$ cat config.mk
export PLATFORM = sky130hd
export DESIGN_NAME = audio_level_tile_pattern_generator
export DESIGN_NICKNAME = d
export VERILOG_FILES = /design/src/hdl/altpg_pkg.sv /design/src/hdl/audio_level_tile_pattern_generator.sv /design/src/hdl/altpg_regs.sv /design/src/hdl/altpg_shade.sv
export SDC_FILE = /design/constraint.sdc
export NUM_CORES = 2
export LEC_CHECK = 0
export BUFFER_PORTS_ARGS = -buffer_cell sky130_fd_sc_hd__buf_2
export CORE_UTILIZATION = 35
export CTS_BUF_LIST = sky130_fd_sc_hd__clkbuf_4 sky130_fd_sc_hd__clkbuf_8
export CTS_CLUSTER_SIZE = 12
export DETAILED_ROUTE_END_ITERATION = 7
export SLEW_MARGIN = 0
export SYNTH_ARGS = -nofsm -noshare
export SYNTH_HDL_FRONTEND = slang
export SYNTH_HIERARCHICAL = 1
export SYNTH_SLANG_ARGS = --single-unit
$ cat constraint.sdc
create_clock -name clk -period 9.85 [get_ports clk]
set_input_delay 0.985 -clock clk [delete_from_list [all_inputs] [get_ports clk]]
set_output_delay 0.985 -clock clk [all_outputs]
set_load 0.01 [all_outputs]
$ cat src/hdl/altpg_pkg.sv
// Shared types and constants for the audio level tile pattern generator.
// Used by altpg_regs, altpg_shade and the top level. No dependencies.
package altpg_pkg;

  // Item kinds
  typedef enum logic {
    OP_TICK = 1'b0,
    OP_TILE = 1'b1
  } op_t;

  // Register indexes on the configuration port (byte address / 4)
  typedef enum logic [1:0] {
    REG_ATTACK   = 2'd0,
    REG_RELEASE  = 2'd1,
    REG_DT_LIMIT = 2'd2
  } reg_idx_t;

  localparam int ADDR_W = 4;

  // Input beat
  typedef struct packed {
    op_t         operation;
    logic [15:0] dt_ms;
    logic [7:0]  target_level;
    logic        paused;
    logic [2:0]  tile_row;
    logic [3:0]  tile_col;
  } req_t;

  // Result beat
  typedef struct packed {
    logic [7:0]  level_now;
    logic [15:0] tile_colour;
  } rsp_t;

  // Configuration registers
  typedef struct packed {
    logic [9:0] attack_rate;
    logic [9:0] release_rate;
    logic [9:0] dt_limit;
  } cfg_t;

  // Unscaled wheel colour
  typedef struct packed {
    logic [7:0] r;
    logic [7:0] g;
    logic [7:0] b;
  } rgb_t;

  localparam logic [9:0] ATTACK_RESET   = 10'd120;
  localparam logic [9:0] RELEASE_RESET  = 10'd35;
  localparam logic [9:0] DT_LIMIT_RESET = 10'd150;

  // floor(p/1000) = (p * RECIP_1000) >> 30, exact for p below 2^20
  localparam logic [20:0] RECIP_1000       = 21'd1073742;
  localparam int          RECIP_1000_SHIFT = 30;
  // floor(d/14) = (d * RECIP_14) >> 14, exact for d below 1024
  localparam logic [10:0] RECIP_14         = 11'd1171;
  localparam int          RECIP_14_SHIFT   = 14;

  localparam logic [5:0]  PHASE_DIV       = 6'd14;
  // 2^32 = 14*306783378 + 4: on counter wrap the remainder gains 10 and
  // the quotient loses 306783379, which is 147 mod 256
  localparam logic [5:0]  WRAP_REM_ADJ    = 6'd10;
  localparam logic [7:0]  WRAP_PHASE_ADJ  = 8'd147;

  localparam logic [7:0]  WHEEL_SECTION   = 8'd85;
  localparam logic [7:0]  PULSE_BASE      = 8'd30;
  localparam logic [6:0]  ENERGY_BASE     = 7'd35;
  localparam logic [6:0]  ENERGY_EDGE     = 7'd29;

endpackage

$ cat src/hdl/audio_level_tile_pattern_generator.sv
// Registered path: input register, stage 1 to 3 registers, then the result register.
// Throughput: one item per cycle while rsp_ready keeps the output moving; the
// elapsed counter and level are read and updated in the third stage, so items never wait on one another.
// Reset (rst, synchronous): state, pipeline valids and config registers
// return to their reset values at once; no clearing pass.
module audio_level_tile_pattern_generator import altpg_pkg::*; (
  input  logic              clk,
  input  logic              rst,
  input  logic              req_valid,
  output logic              req_ready,
  input  req_t              req,
  output logic              rsp_valid,
  input  logic              rsp_ready,
  output rsp_t              rsp,
  input  logic              psel,
  input  logic              penable,
  input  logic              pwrite,
  input  logic [ADDR_W-1:0] paddr,
  input  logic [31:0]       pwdata,
  output logic [31:0]       prdata,
  output logic              pready
);

  typedef struct packed {
    op_t         op;
    logic [7:0]  target;
    logic        paused;
    logic [9:0]  dt;
    logic [6:0]  dq;
    logic [19:0] prod_a;
    logic [19:0] prod_r;
    logic [7:0]  pos;
    logic [6:0]  ebase;
  } s1_t;

  typedef struct packed {
    op_t         op;
    logic [7:0]  target;
    logic        paused;
    logic [9:0]  dt;
    logic [6:0]  dq;
    logic [3:0]  dr;
    logic [10:0] step_a;
    logic [10:0] step_r;
    logic [7:0]  pos;
    logic [6:0]  ebase;
  } s2_t;

  typedef struct packed {
    op_t        op;
    logic [7:0] level;
    rgb_t       wheel;
    logic [7:0] energy;
  } s3_t;

  cfg_t cfg;

  altpg_regs u_regs (
    .clk     (clk),
    .rst     (rst),
    .psel    (psel),
    .penable (penable),
    .pwrite  (pwrite),
    .paddr   (paddr),
    .pwdata  (pwdata),
    .prdata  (prdata),
    .pready  (pready),
    .cfg     (cfg)
  );

  // pipeline registers
  logic v0, v1, v2, v3;
  req_t r0;
  s1_t  s1, s1_next;
  s2_t  s2, s2_next;
  s3_t  s3, s3_next;

  // state
  logic [31:0] elapsed;
  logic [7:0]  ph_q;
  logic [3:0]  ph_r;
  logic [7:0]  level;

  // stage moves: a stage advances when the next one is empty or advancing
  logic mv1, mv2, mv3, mv4;
  assign mv4       = v3 && (!rsp_valid || rsp_ready);
  assign mv3       = v2 && (!v3 || mv4);
  assign mv2       = v1 && (!v2 || mv3);
  assign mv1       = v0 && (!v1 || mv2);
  assign req_ready = !v0 || mv1;

  always_ff @(posedge clk) begin
    if (rst) begin
      v0        <= 1'b0;
      v1        <= 1'b0;
      v2        <= 1'b0;
      v3        <= 1'b0;
      rsp_valid <= 1'b0;
    end else begin
      v0        <= (req_valid && req_ready) || (v0 && !mv1);
      v1        <= mv1 || (v1 && !mv2);
      v2        <= mv2 || (v2 && !mv3);
      v3        <= mv3 || (v3 && !mv4);
      rsp_valid <= mv4 || (rsp_valid && !rsp_ready);
    end
  end

  // input register, loaded on each accepted beat
  always_ff @(posedge clk) begin
    if (req_valid && req_ready) r0 <= req;
  end

  // stage 1: tick clamp, rate products, dt/14; tile position terms
  logic [9:0]  dt_c;
  logic [20:0] p14;
  logic [7:0]  col8, row8;
  logic [6:0]  centre;
  always_comb begin
    dt_c = (r0.dt_ms > {6'd0, cfg.dt_limit}) ? cfg.dt_limit : r0.dt_ms[9:0];
    p14  = 21'(dt_c) * 21'(RECIP_14);
    col8 = {4'd0, r0.tile_col};
    row8 = {5'd0, r0.tile_row};
    centre = (r0.tile_col <= 4'd7) ? 7'(r0.tile_col) : 7'(5'd14 - 5'(r0.tile_col));

    s1_next.op     = r0.operation;
    s1_next.target = r0.target_level;
    s1_next.paused = r0.paused;
    s1_next.dt     = dt_c;
    s1_next.dq     = p14[RECIP_14_SHIFT +: 7];
    s1_next.prod_a = 20'(dt_c) * 20'(cfg.attack_rate);
    s1_next.prod_r = 20'(dt_c) * 20'(cfg.release_rate);
    s1_next.pos    = 8'(8'd13 * col8 - 8'd17 * row8 + 8'd2 * col8 * row8);
    // column 15 sits one step outside the centre ramp
    if (r0.tile_col == 4'd15) begin
      s1_next.ebase = 7'(ENERGY_EDGE + 7'({row8[4:0], 2'b00}));
    end else begin
      s1_next.ebase = 7'(ENERGY_BASE + 7'(centre * 7'd6) + 7'({row8[4:0], 2'b00}));
    end
  end

  always_ff @(posedge clk) begin
    if (mv1) s1 <= s1_next;
  end

  // stage 2: steps per 1000 ms with the minimum of one, dt mod 14
  logic [40:0] qa, qr;
  logic [9:0]  dq14;
  logic [9:0]  dr10;
  always_comb begin
    qa   = 41'(s1.prod_a) * 41'(RECIP_1000);
    qr   = 41'(s1.prod_r) * 41'(RECIP_1000);
    dq14 = 10'(s1.dq) * 10'(PHASE_DIV);
    dr10 = s1.dt - dq14;

    s2_next.op     = s1.op;
    s2_next.target = s1.target;
    s2_next.paused = s1.paused;
    s2_next.dt     = s1.dt;
    s2_next.dq     = s1.dq;
    s2_next.dr     = dr10[3:0];
    s2_next.step_a = (qa[RECIP_1000_SHIFT +: 11] == 11'd0) ? 11'd1 : qa[RECIP_1000_SHIFT +: 11];
    s2_next.step_r = (qr[RECIP_1000_SHIFT +: 11] == 11'd0) ? 11'd1 : qr[RECIP_1000_SHIFT +: 11];
    s2_next.pos    = s1.pos;
    s2_next.ebase  = s1.ebase;
  end

  always_ff @(posedge clk) begin
    if (mv2) s2 <= s2_next;
  end

  // stage 3: state update for ticks, wheel colour for tiles
  logic [9:0]  dt_eff;
  logic [6:0]  dq_eff;
  logic [3:0]  dr_eff;
  logic [32:0] esum;
  logic [5:0]  rsum;
  logic [1:0]  qinc;
  logic [5:0]  rsub;
  logic [5:0]  rem6;
  logic [7:0]  ph_q_next;
  logic [11:0] up, down;
  logic [7:0]  lvl_tick;
  logic [7:0]  level_next;
  logic [7:0]  pulse, motion, sbase;
  logic [6:0]  diff;
  logic [7:0]  off;
  rgb_t        wheel;
  always_comb begin
    dt_eff = s2.paused ? 10'd0 : s2.dt;
    dq_eff = s2.paused ? 7'd0  : s2.dq;
    dr_eff = s2.paused ? 4'd0  : s2.dr;

    // elapsed counter with its running quotient and remainder by 14
    esum = {1'b0, elapsed} + 33'(dt_eff);
    rsum = 6'(ph_r) + 6'(dr_eff) + (esum[32] ? WRAP_REM_ADJ : 6'd0);
    if (rsum >= 6'(PHASE_DIV * 6'd2)) begin
      qinc = 2'd2;
      rsub = 6'(PHASE_DIV * 6'd2);
    end else if (rsum >= PHASE_DIV) begin
      qinc = 2'd1;
      rsub = PHASE_DIV;
    end else begin
      qinc = 2'd0;
      rsub = 6'd0;
    end
    rem6      = rsum - rsub;
    ph_q_next = ph_q + 8'(dq_eff) + 8'(qinc) - (esum[32] ? WRAP_PHASE_ADJ : 8'd0);

    // level follower, clamped at the target
    up   = 12'(level) + 12'(s2.step_a);
    down = (12'(level) > 12'(s2.step_r)) ? 12'(level) - 12'(s2.step_r) : 12'd0;
    if (level < s2.target) begin
      lvl_tick = (up > 12'(s2.target)) ? s2.target : up[7:0];
    end else if (level > s2.target) begin
      lvl_tick = (down < 12'(s2.target)) ? s2.target : down[7:0];
    end else begin
      lvl_tick = level;
    end
    level_next = (s2.op == OP_TICK) ? lvl_tick : level;

    // three-section wheel; the pulse wraps at 8 bits
    pulse  = 8'(PULSE_BASE + {level[6:0], 1'b0});
    motion = ph_q + s2.pos;
    // the last position opens a fourth section with a zero offset
    if (motion == 8'(WHEEL_SECTION * 8'd3)) begin
      sbase = 8'(WHEEL_SECTION * 8'd3);
    end else if (motion >= 8'(WHEEL_SECTION * 8'd2)) begin
      sbase = 8'(WHEEL_SECTION * 8'd2);
    end else if (motion >= WHEEL_SECTION) begin
      sbase = WHEEL_SECTION;
    end else begin
      sbase = 8'd0;
    end
    diff = 7'(motion - sbase);
    off  = 8'(diff) * 8'd3;
    if (sbase == 8'd0) begin
      wheel.r = 8'd255 - off;
      wheel.g = off;
      wheel.b = 8'd0;
    end else if (sbase == WHEEL_SECTION) begin
      wheel.r = 8'd0;
      wheel.g = 8'd255 - off;
      wheel.b = off;
    end else begin
      wheel.r = off;
      wheel.g = 8'd0;
      wheel.b = 8'd255 - off;
    end

    s3_next.op     = s2.op;
    s3_next.level  = level_next;
    s3_next.wheel  = wheel;
    s3_next.energy = 8'(s2.ebase) + 8'(pulse[7:1]);
  end

  always_ff @(posedge clk) begin
    if (rst) begin
      elapsed <= '0;
      ph_q    <= '0;
      ph_r    <= '0;
      level   <= '0;
    end else if (mv3 && s2.op == OP_TICK) begin
      elapsed <= esum[31:0];
      ph_q    <= ph_q_next;
      ph_r    <= rem6[3:0];
      level   <= lvl_tick;
    end
  end

  always_ff @(posedge clk) begin
    if (mv3) s3 <= s3_next;
  end

  // stage 4: brightness scaling and packing into the result register
  logic [15:0] colour;

  altpg_shade u_shade (
    .wheel  (s3.wheel),
    .energy (s3.energy),
    .colour (colour)
  );

  always_ff @(posedge clk) begin
    if (mv4) begin
      rsp.level_now   <= s3.level;
      rsp.tile_colour <= (s3.op == OP_TILE) ? colour : 16'd0;
    end
  end

  // checks
  a_rem_range: assert property (@(posedge clk) disable iff (rst)
    ph_r < 4'd14)
    else $error("phase remainder out of range");

  a_tile_keeps_state: assert property (@(posedge clk) disable iff (rst)
    (mv3 && s2.op == OP_TILE) |=>
      ($stable(elapsed) && $stable(level) && $stable(ph_q) && $stable(ph_r)))
    else $error("tile query changed state");

  a_attack_bounded: assert property (@(posedge clk) disable iff (rst)
    (mv3 && s2.op == OP_TICK && level < s2.target) |=>
      (level > $past(level) && level <= $past(s2.target)))
    else $error("attack step missed or overshot target");

  a_release_bounded: assert property (@(posedge clk) disable iff (rst)
    (mv3 && s2.op == OP_TICK && level > s2.target) |=>
      (level < $past(level) && level >= $past(s2.target)))
    else $error("release step missed or overshot target");

endmodule

$ cat src/hdl/altpg_regs.sv
// APB-style configuration register file: attack/release rates and tick limit.
// Depends on altpg_pkg.
module altpg_regs import altpg_pkg::*; (
  input  logic              clk,
  input  logic              rst,
  input  logic              psel,
  input  logic              penable,
  input  logic              pwrite,
  input  logic [ADDR_W-1:0] paddr,
  input  logic [31:0]       pwdata,
  output logic [31:0]       prdata,
  output logic              pready,
  output cfg_t              cfg
);

  reg_idx_t idx;

  assign idx    = reg_idx_t'(paddr[ADDR_W-1:2]);
  assign pready = 1'b1;

  // write on the access phase
  always_ff @(posedge clk) begin
    if (rst) begin
      cfg.attack_rate  <= ATTACK_RESET;
      cfg.release_rate <= RELEASE_RESET;
      cfg.dt_limit     <= DT_LIMIT_RESET;
    end else if (psel && penable && pwrite) begin
      unique case (idx)
        REG_ATTACK:   cfg.attack_rate  <= pwdata[9:0];
        REG_RELEASE:  cfg.release_rate <= pwdata[9:0];
        REG_DT_LIMIT: cfg.dt_limit     <= pwdata[9:0];
        default: ;
      endcase
    end
  end

  // read back
  always_comb begin
    prdata = '0;
    unique case (idx)
      REG_ATTACK:   prdata = {22'd0, cfg.attack_rate};
      REG_RELEASE:  prdata = {22'd0, cfg.release_rate};
      REG_DT_LIMIT: prdata = {22'd0, cfg.dt_limit};
      default:      prdata = '0;
    endcase
  end

endmodule

$ cat src/hdl/altpg_shade.sv
// Brightness scaling of a wheel colour and RGB565 packing.
// Depends on altpg_pkg.
module altpg_shade import altpg_pkg::*; (
  input  rgb_t        wheel,
  input  logic [7:0]  energy,
  output logic [15:0] colour
);

  // floor(x/255) for x up to 255*255
  function automatic logic [7:0] div255(input logic [15:0] x);
    logic [16:0] t;
    t = 17'(x) + 17'(x >> 8) + 17'd1;
    return t[15:8];
  endfunction

  logic [15:0] pr, pg, pb;
  logic [7:0]  sr, sg, sb;

  always_comb begin
    pr = 16'(wheel.r) * 16'(energy);
    pg = 16'(wheel.g) * 16'(energy);
    pb = 16'(wheel.b) * 16'(energy);
    sr = div255(pr);
    sg = div255(pg);
    sb = div255(pb);
    colour = {sr[7:3], sg[7:2], sb[7:3]};
  end

endmodule
# == Word-level counts from Yosys, hierarchy flattened ==
# Cells that the tools add are included.
# classes
n_addsub,27
n_mul,14
order_cmp,11
eq_ne,5
n_mux,24
bitwise_logic,1
n_reduce_logical,40
# op_table
operator,n
multiplier 20 x 20 -> 40 bit (second input constant),2
2-to-1 mux 8 bit,8
adder 16 x 1 -> 16 bit (second input constant),3
adder 16 x 8 -> 16 bit,3
multiplier 8 x 8 -> 16 bit,3
2-to-1 mux 24 bit,2
multiplier 10 x 10 -> 20 bit,2
adder 32 x 10 -> 33 bit,1
one-hot mux 10 bit (3 select lines),1
2-to-1 mux 7 bit,4
zero test 11 bit,2
multiplier 10 x 11 -> 21 bit (second input constant),1
2-to-1 mux 10 bit,2
adder 8 bit,2
greater-than comparator 16 x 10 -> 1 bit,1
2-to-1 mux 4 bit,4
subtractor 8 bit,2
logical AND 1 bit,13
adder 8 x 11 -> 12 bit,1
greater-than comparator 12 x 8 -> 1 bit,1
less-than comparator 12 x 8 -> 1 bit,1
2-to-1 mux 12 bit,1
subtractor 8 x 11 -> 12 bit,1
greater-than comparator 8 x 11 -> 1 bit,1
other kinds (39),60
# word_totals
regBits,335
in_bits,76
output_inout_bits,59
word_cells,167

# == Logic depth before layout (Yosys ltp) ==
# depth
word_depth,12
ltp_mapped,35
depth_no_buf,34

# == Hierarchy ==
# The synthesis kept the hierarchy.
# by_module_without_submodules
module,instances,cells_each,area_per_inst_um2,seq_area_each_um2
audio_level_tile_pattern_generator,1,3420,35153.7,8498.2
altpg_shade,1,863,7440.9,0.0
altpg_regs,1,181,1631.6,600.6

# == Worst setup path after synthesis ==
# No wires, ideal clock.
# synth_timing
path_kind,input port to flip-flop
startpoint,in rsp_ready
endpoint,reg s1[10] (netlist bit) (enable)
setup_time_ns,0.644
t_arrival_ns,7.258
path_slack_ns,1.948
path_stages,4
n_path_buf,1
cell_sequence,nor2b_1 -> and3_1 -> clkbuf_1 -> a21boi_0
# synth_via
elab_chain_cells,8
# synth_rtl
item,line,rtl
start: declaration,audio_level_tile_pattern_generator.sv:13,"input logic rsp_ready,"
logical OR 1 bit,audio_level_tile_pattern_generator.sv:86,assign mv4 = v3 && (!rsp_valid || rsp_ready);
logical AND 1 bit,audio_level_tile_pattern_generator.sv:86,
logical OR 1 bit,audio_level_tile_pattern_generator.sv:87,assign mv3 = v2 && (!v3 || mv4);
logical AND 1 bit,audio_level_tile_pattern_generator.sv:87,
logical OR 1 bit,audio_level_tile_pattern_generator.sv:88,assign mv2 = v1 && (!v2 || mv3);
logical AND 1 bit,audio_level_tile_pattern_generator.sv:88,
logical OR 1 bit,audio_level_tile_pattern_generator.sv:89,assign mv1 = v0 && (!v1 || mv2);
logical AND 1 bit,audio_level_tile_pattern_generator.sv:89,
via mv1,audio_level_tile_pattern_generator.sv:85,"logic mv1, mv2, mv3, mv4;"
end signal: assignment,audio_level_tile_pattern_generator.sv:142,if (mv1) s1 <= s1_next;
end: declaration,audio_level_tile_pattern_generator.sv:74,"s1_t s1, s1_next;"
# The timed path passes the listed nets, and every way through them passes these cells.
# A chain may end at the register's enable or synchronous reset.

# == Worst setup path in the final report ==
# layout_timing
startpoint,reg s2[58] (netlist bit)
endpoint,reg ph_q[7]
# layout_via
elab_chain_cells,9
elab_cells_between_ends,15
# layout_rtl
item,line,rtl
start: declaration,audio_level_tile_pattern_generator.sv:75,"s2_t s2, s2_next;"
start signal: assignment,audio_level_tile_pattern_generator.sv:168,if (mv2) s2 <= s2_next;
2-to-1 mux 10 bit,audio_level_tile_pattern_generator.sv:189,dt_eff = s2.paused ? 10'd0 : s2.dt;
adder 32 x 10 -> 33 bit,audio_level_tile_pattern_generator.sv:194,"esum = {1'b0, elapsed} + 33'(dt_eff);"
2-to-1 mux 4 bit,audio_level_tile_pattern_generator.sv:195,rsum = 6'(ph_r) + 6'(dr_eff) + (esum[32] ? WRAP_REM_ADJ : 6'd0);
adder 5 x 4 -> 6 bit,audio_level_tile_pattern_generator.sv:195,
greater-or-equal comparator 6 x 4 -> 1 bit,audio_level_tile_pattern_generator.sv:199,end else if (rsum >= PHASE_DIV) begin
2-to-1 mux 1 bit,audio_level_tile_pattern_generator.sv:199,
2-to-1 mux 2 bit,audio_level_tile_pattern_generator.sv:196,if (rsum >= 6'(PHASE_DIV * 6'd2)) begin
adder 8 x 2 -> 8 bit,audio_level_tile_pattern_generator.sv:207,ph_q_next = ph_q + 8'(dq_eff) + 8'(qinc) - (esum[32] ? WRAP_PHASE_ADJ : 8'd0);
subtractor 8 bit (*),audio_level_tile_pattern_generator.sv:207,
end signal: assignment,audio_level_tile_pattern_generator.sv:264,ph_q <= ph_q_next;
end: declaration,audio_level_tile_pattern_generator.sv:80,logic [7:0] ph_q;
# Every way passes the cells marked *; elsewhere a longest branch is shown, timed or not.

==> flow_metrics.tcl <==
set metrics [dict create \
    status "completed" \
    hold_path_class "reg2reg" \
    power.net_switching_mw 5.557 \
    drv_slew 0 \
    max_freq_mhz 132.9 \
    worstPathMaxFanout 20 \
    groute.usage.overall_pct 15.39 \
    synth-xor-area-share_pct 4.000 \
    synth_fa_ha_area_share_pct 43.07 \
    drive_gt1_share_pct 6.802 \
    syn_area_per_cell_um2 9.907 \
    worst-path-stages 31 \
    drt_wl_total_um 95940 \
    fillers 12440 \
    hpwl_um 75530 \
    ys_warn_count 6 \
    ir_worst_vdd_mv 0.3155 \
    swShare_pct 47.29 \
    yosys.area_share.simple_pct 12.55 \
    io_buffers 87 \
    worst-path-buf-inv 2 \
    fin_crit_sh_pct 76.38 \
    netlist_area_um2 44230 \
    hold_depth 0 \
    wl_met3_um 3574 \
    drt_first_pass_iters 5 \
    p_leak_nw 23.55 \
    multi_input_area_um2 31580 \
    via_per_inst 4.864 \
    critPathArrivalTime_ps 8100 \
    hold_viol 0 \
    clk_pin_slew_ps 60 \
    path_class "reg2reg" \
    period_needed_ps 7523 \
    die_h_um 357.5 \
    top_layer "met4" \
    post-route-drc-count 0 \
    path_common_cell "fa_1" \
    cts_made_buffers 60 \
    synth_top_area_share_pct 22.97 \
    met1Wirelength_um 44930 \
    synth.area.mux_share_pct 1.771 \
    met2WireLength_um 45690 \
    drtIter0Drc 1390 \
    holdWs_ps 415.8 \
    rsz0062_at_grt "no" \
    pwr-share-comb_pct 71.6 \
    synth_edf_count 245 \
    grt_max_degree 82 \
    setup_tns_ps 0 \
    vias 30340 \
    seq_area_um2 9099 \
    die_x_um 357.5 \
    antenna_found_initial 4 \
    synthArstFlopShare_pct 0 \
    initial_core_util_pct 35.27 \
    syn_inst 4464 \
    layout_commonest_cell "inv_1" \
    layout_common_cells "inv_1 (829), ha_1 (812), fa_1 (444)" \
    power_density_nw_per_um2 245.6 \
    reg2reg_depth 31 \
    end_kind "flop" \
    synth_ff_type "edfxtp_1" \
    ant_nets 0 \
    synth-compound-area-share_pct 9.709 \
    rows 130 \
    clk_latency_ps 710 \
    routedWlPerCell_um 15.38 \
    dieArea_um2 127800 \
    synth_top_family_by_area "adder cells" \
    ff2ff_setup_slack_ps 2330 \
    cts_tree "built" \
    grt_pass1_vias 31590 \
    ctsResizeCount 0 \
    gp_congestion 0.8626 \
    ys_seq_area_share_pct 20.57 \
    critical-path-slowest-cell "edfxtp_1" \
    cp_top_family "adder cells" \
    max_slew_margin_pct 19.22 \
    cts-root-buf "clkbuf_8" \
    io_pins 135 \
    finalSetupViolCount 0 \
    area_delta_synth_final_pct 8.190 \
    cts_sinks 332 \
    cts_buffer_depth 3 \
    p_int_mw 6.194 \
    nets 5867 \
    synth_cell_types 109 \
    ctsHoldBuffers 0 \
    worst_slew_pin_slew_ps 1207 \
    htree_levels 2 \
    synthTopCellsByArea "ha_1 (23%), fa_1 (20%), edfxtp_1 (17%), inv_1 (7.0%), and2_1 (4.6%)" \
    cp-start-kind "flop" \
    clockPowerShare_pct 13.0 \
    sequentialPowerShare_pct 15.4 \
    ys_seq_elements 332 \
    core_area_um2 125400 \
    yosysTopAreaCell "ha_1" \
    required_ps 10430 \
    skew_ps 31.39 \
    grt_overflow 0 \
    maxCapViolCount 0 \
    cpPeakStageDelay_ps 770 \
    postCtsSetupBuffers 0 \
    grt_pass1_wl_um 159800 \
]
metal layers:
metal,GRT usage (%),vias to the layer above
met4,3.410,0
met5,0,-
met1,20.71,14770
li1,-,14960
met2,26.48,494
met3,1.638,109
final cells by class:
type                            instances  area share [%]
Antenna cell                            1        0.005230
Clock buffer                           72           1.940
Clock inverter                         42          0.9937
Inverter                              830           6.511
Multi-Input combinational cell       3205           66.01
Sequential cell                       332           19.02
Tap cell                             1650           4.315
Timing Repair Buffer                  106           1.213
per-stage QoR:
| stage | setup slack, ps | util [%] | instances | instance area [µm²] | total power [mW] |
|---|---|---|---|---|---|
| 2_1_floorplan | 1948 | - | 4485 | 44310 | 8.168 |
| 3_3_place_gp | 2420 | 37.03 | 6123 | 46440 | 10.06 |
| 3_5_place_dp | 2380 | 37.03 | 6123 | 46440 | 10.18 |
| 4_1_cts | 2336 | 38.15 | 6237 | 47850 | 11.85 |
| 5_1_grt | 1732 | 38.15 | 6238 | 47850 | 13.11 |
| 6_report | 2327 | 38.15 | 6238 | 47850 | 11.75 |
cells in the mapped netlist, types with 25 or more instances:
master,number
a211oi_1,25
a21o_1,91
a21oi_1,195
and2_1,325
clkbuf_1,71
dfxtp_1,87
edfxtp_1,245
fa_1,444
ha_1,812
inv_1,829
mux2i_1,52
nand2_1,224
nand2b_1,56
nand3_1,40
nand4_1,31
nor2_1,154
nor2b_1,53
nor3_1,43
o21ai_0,81
o21bai_1,25
xnor2_1,143
xor2_1,52
power by group through the flow:
stage / registers, mW / logic (mW) / clock network (mW)
after global routing: 1.82 / 9.64 / 1.65
after CTS: 1.81 / 8.44 / 1.59
after global placement: 1.84 / 8.21 / 0
after floorplan: 1.78 / 6.38 / 0
final: 1.81 / 8.41 / 1.53
after detailed placement: 1.84 / 8.33 / 0
logic make-up (layout without fill, tap and decap cells):
group	Yosys count	after routing
fa+ha+maj	1256	1256
flops	332	332
other cells	2	24
buf+inv	948	1050
mux	75	75
compound gates	621	621
simple gates	1032	1032
xor+xnor	198	198
worst reg2reg max path, delay by kind of cell, from the launching register on:
family                     cells  cell delay, ps
muxes                          2             490
xor gates and xnor gates       1             140
adders and majority gates      8            2780
AOI/OAI and AO/OA             14            2530
and+or+nand+nor                4             580
DFF                            1             770
buffers and inverters          2             100
registers in the layout (all words and copies together), names as in the netlist, 4 cells and up:
| register | flops |
|---|---|
| s1 | 81 |
| s2 | 66 |
| s3 | 41 |
| elapsed | 32 |
| u_regs/cfg | 30 |
| r0 | 29 |
| rsp | 24 |
| level | 8 |
| ph_q | 8 |
| col8 | 4 |
| ph_r | 4 |
final timing paths:
check,start,end
worst max-delay path,s2[58]$_DFFE_PP_,ph_q[7]$_SDFFE_PP0P_
worst min register to register,s3[38]$_DFFE_PP_,rsp[22]$_DFFE_PP_
worst min-delay path,s3[38]$_DFFE_PP_,rsp[22]$_DFFE_PP_
worst max register to register,s2[58]$_DFFE_PP_,ph_q[7]$_SDFFE_PP0P_
Note: power is estimated with default switching activity, not from simulation.
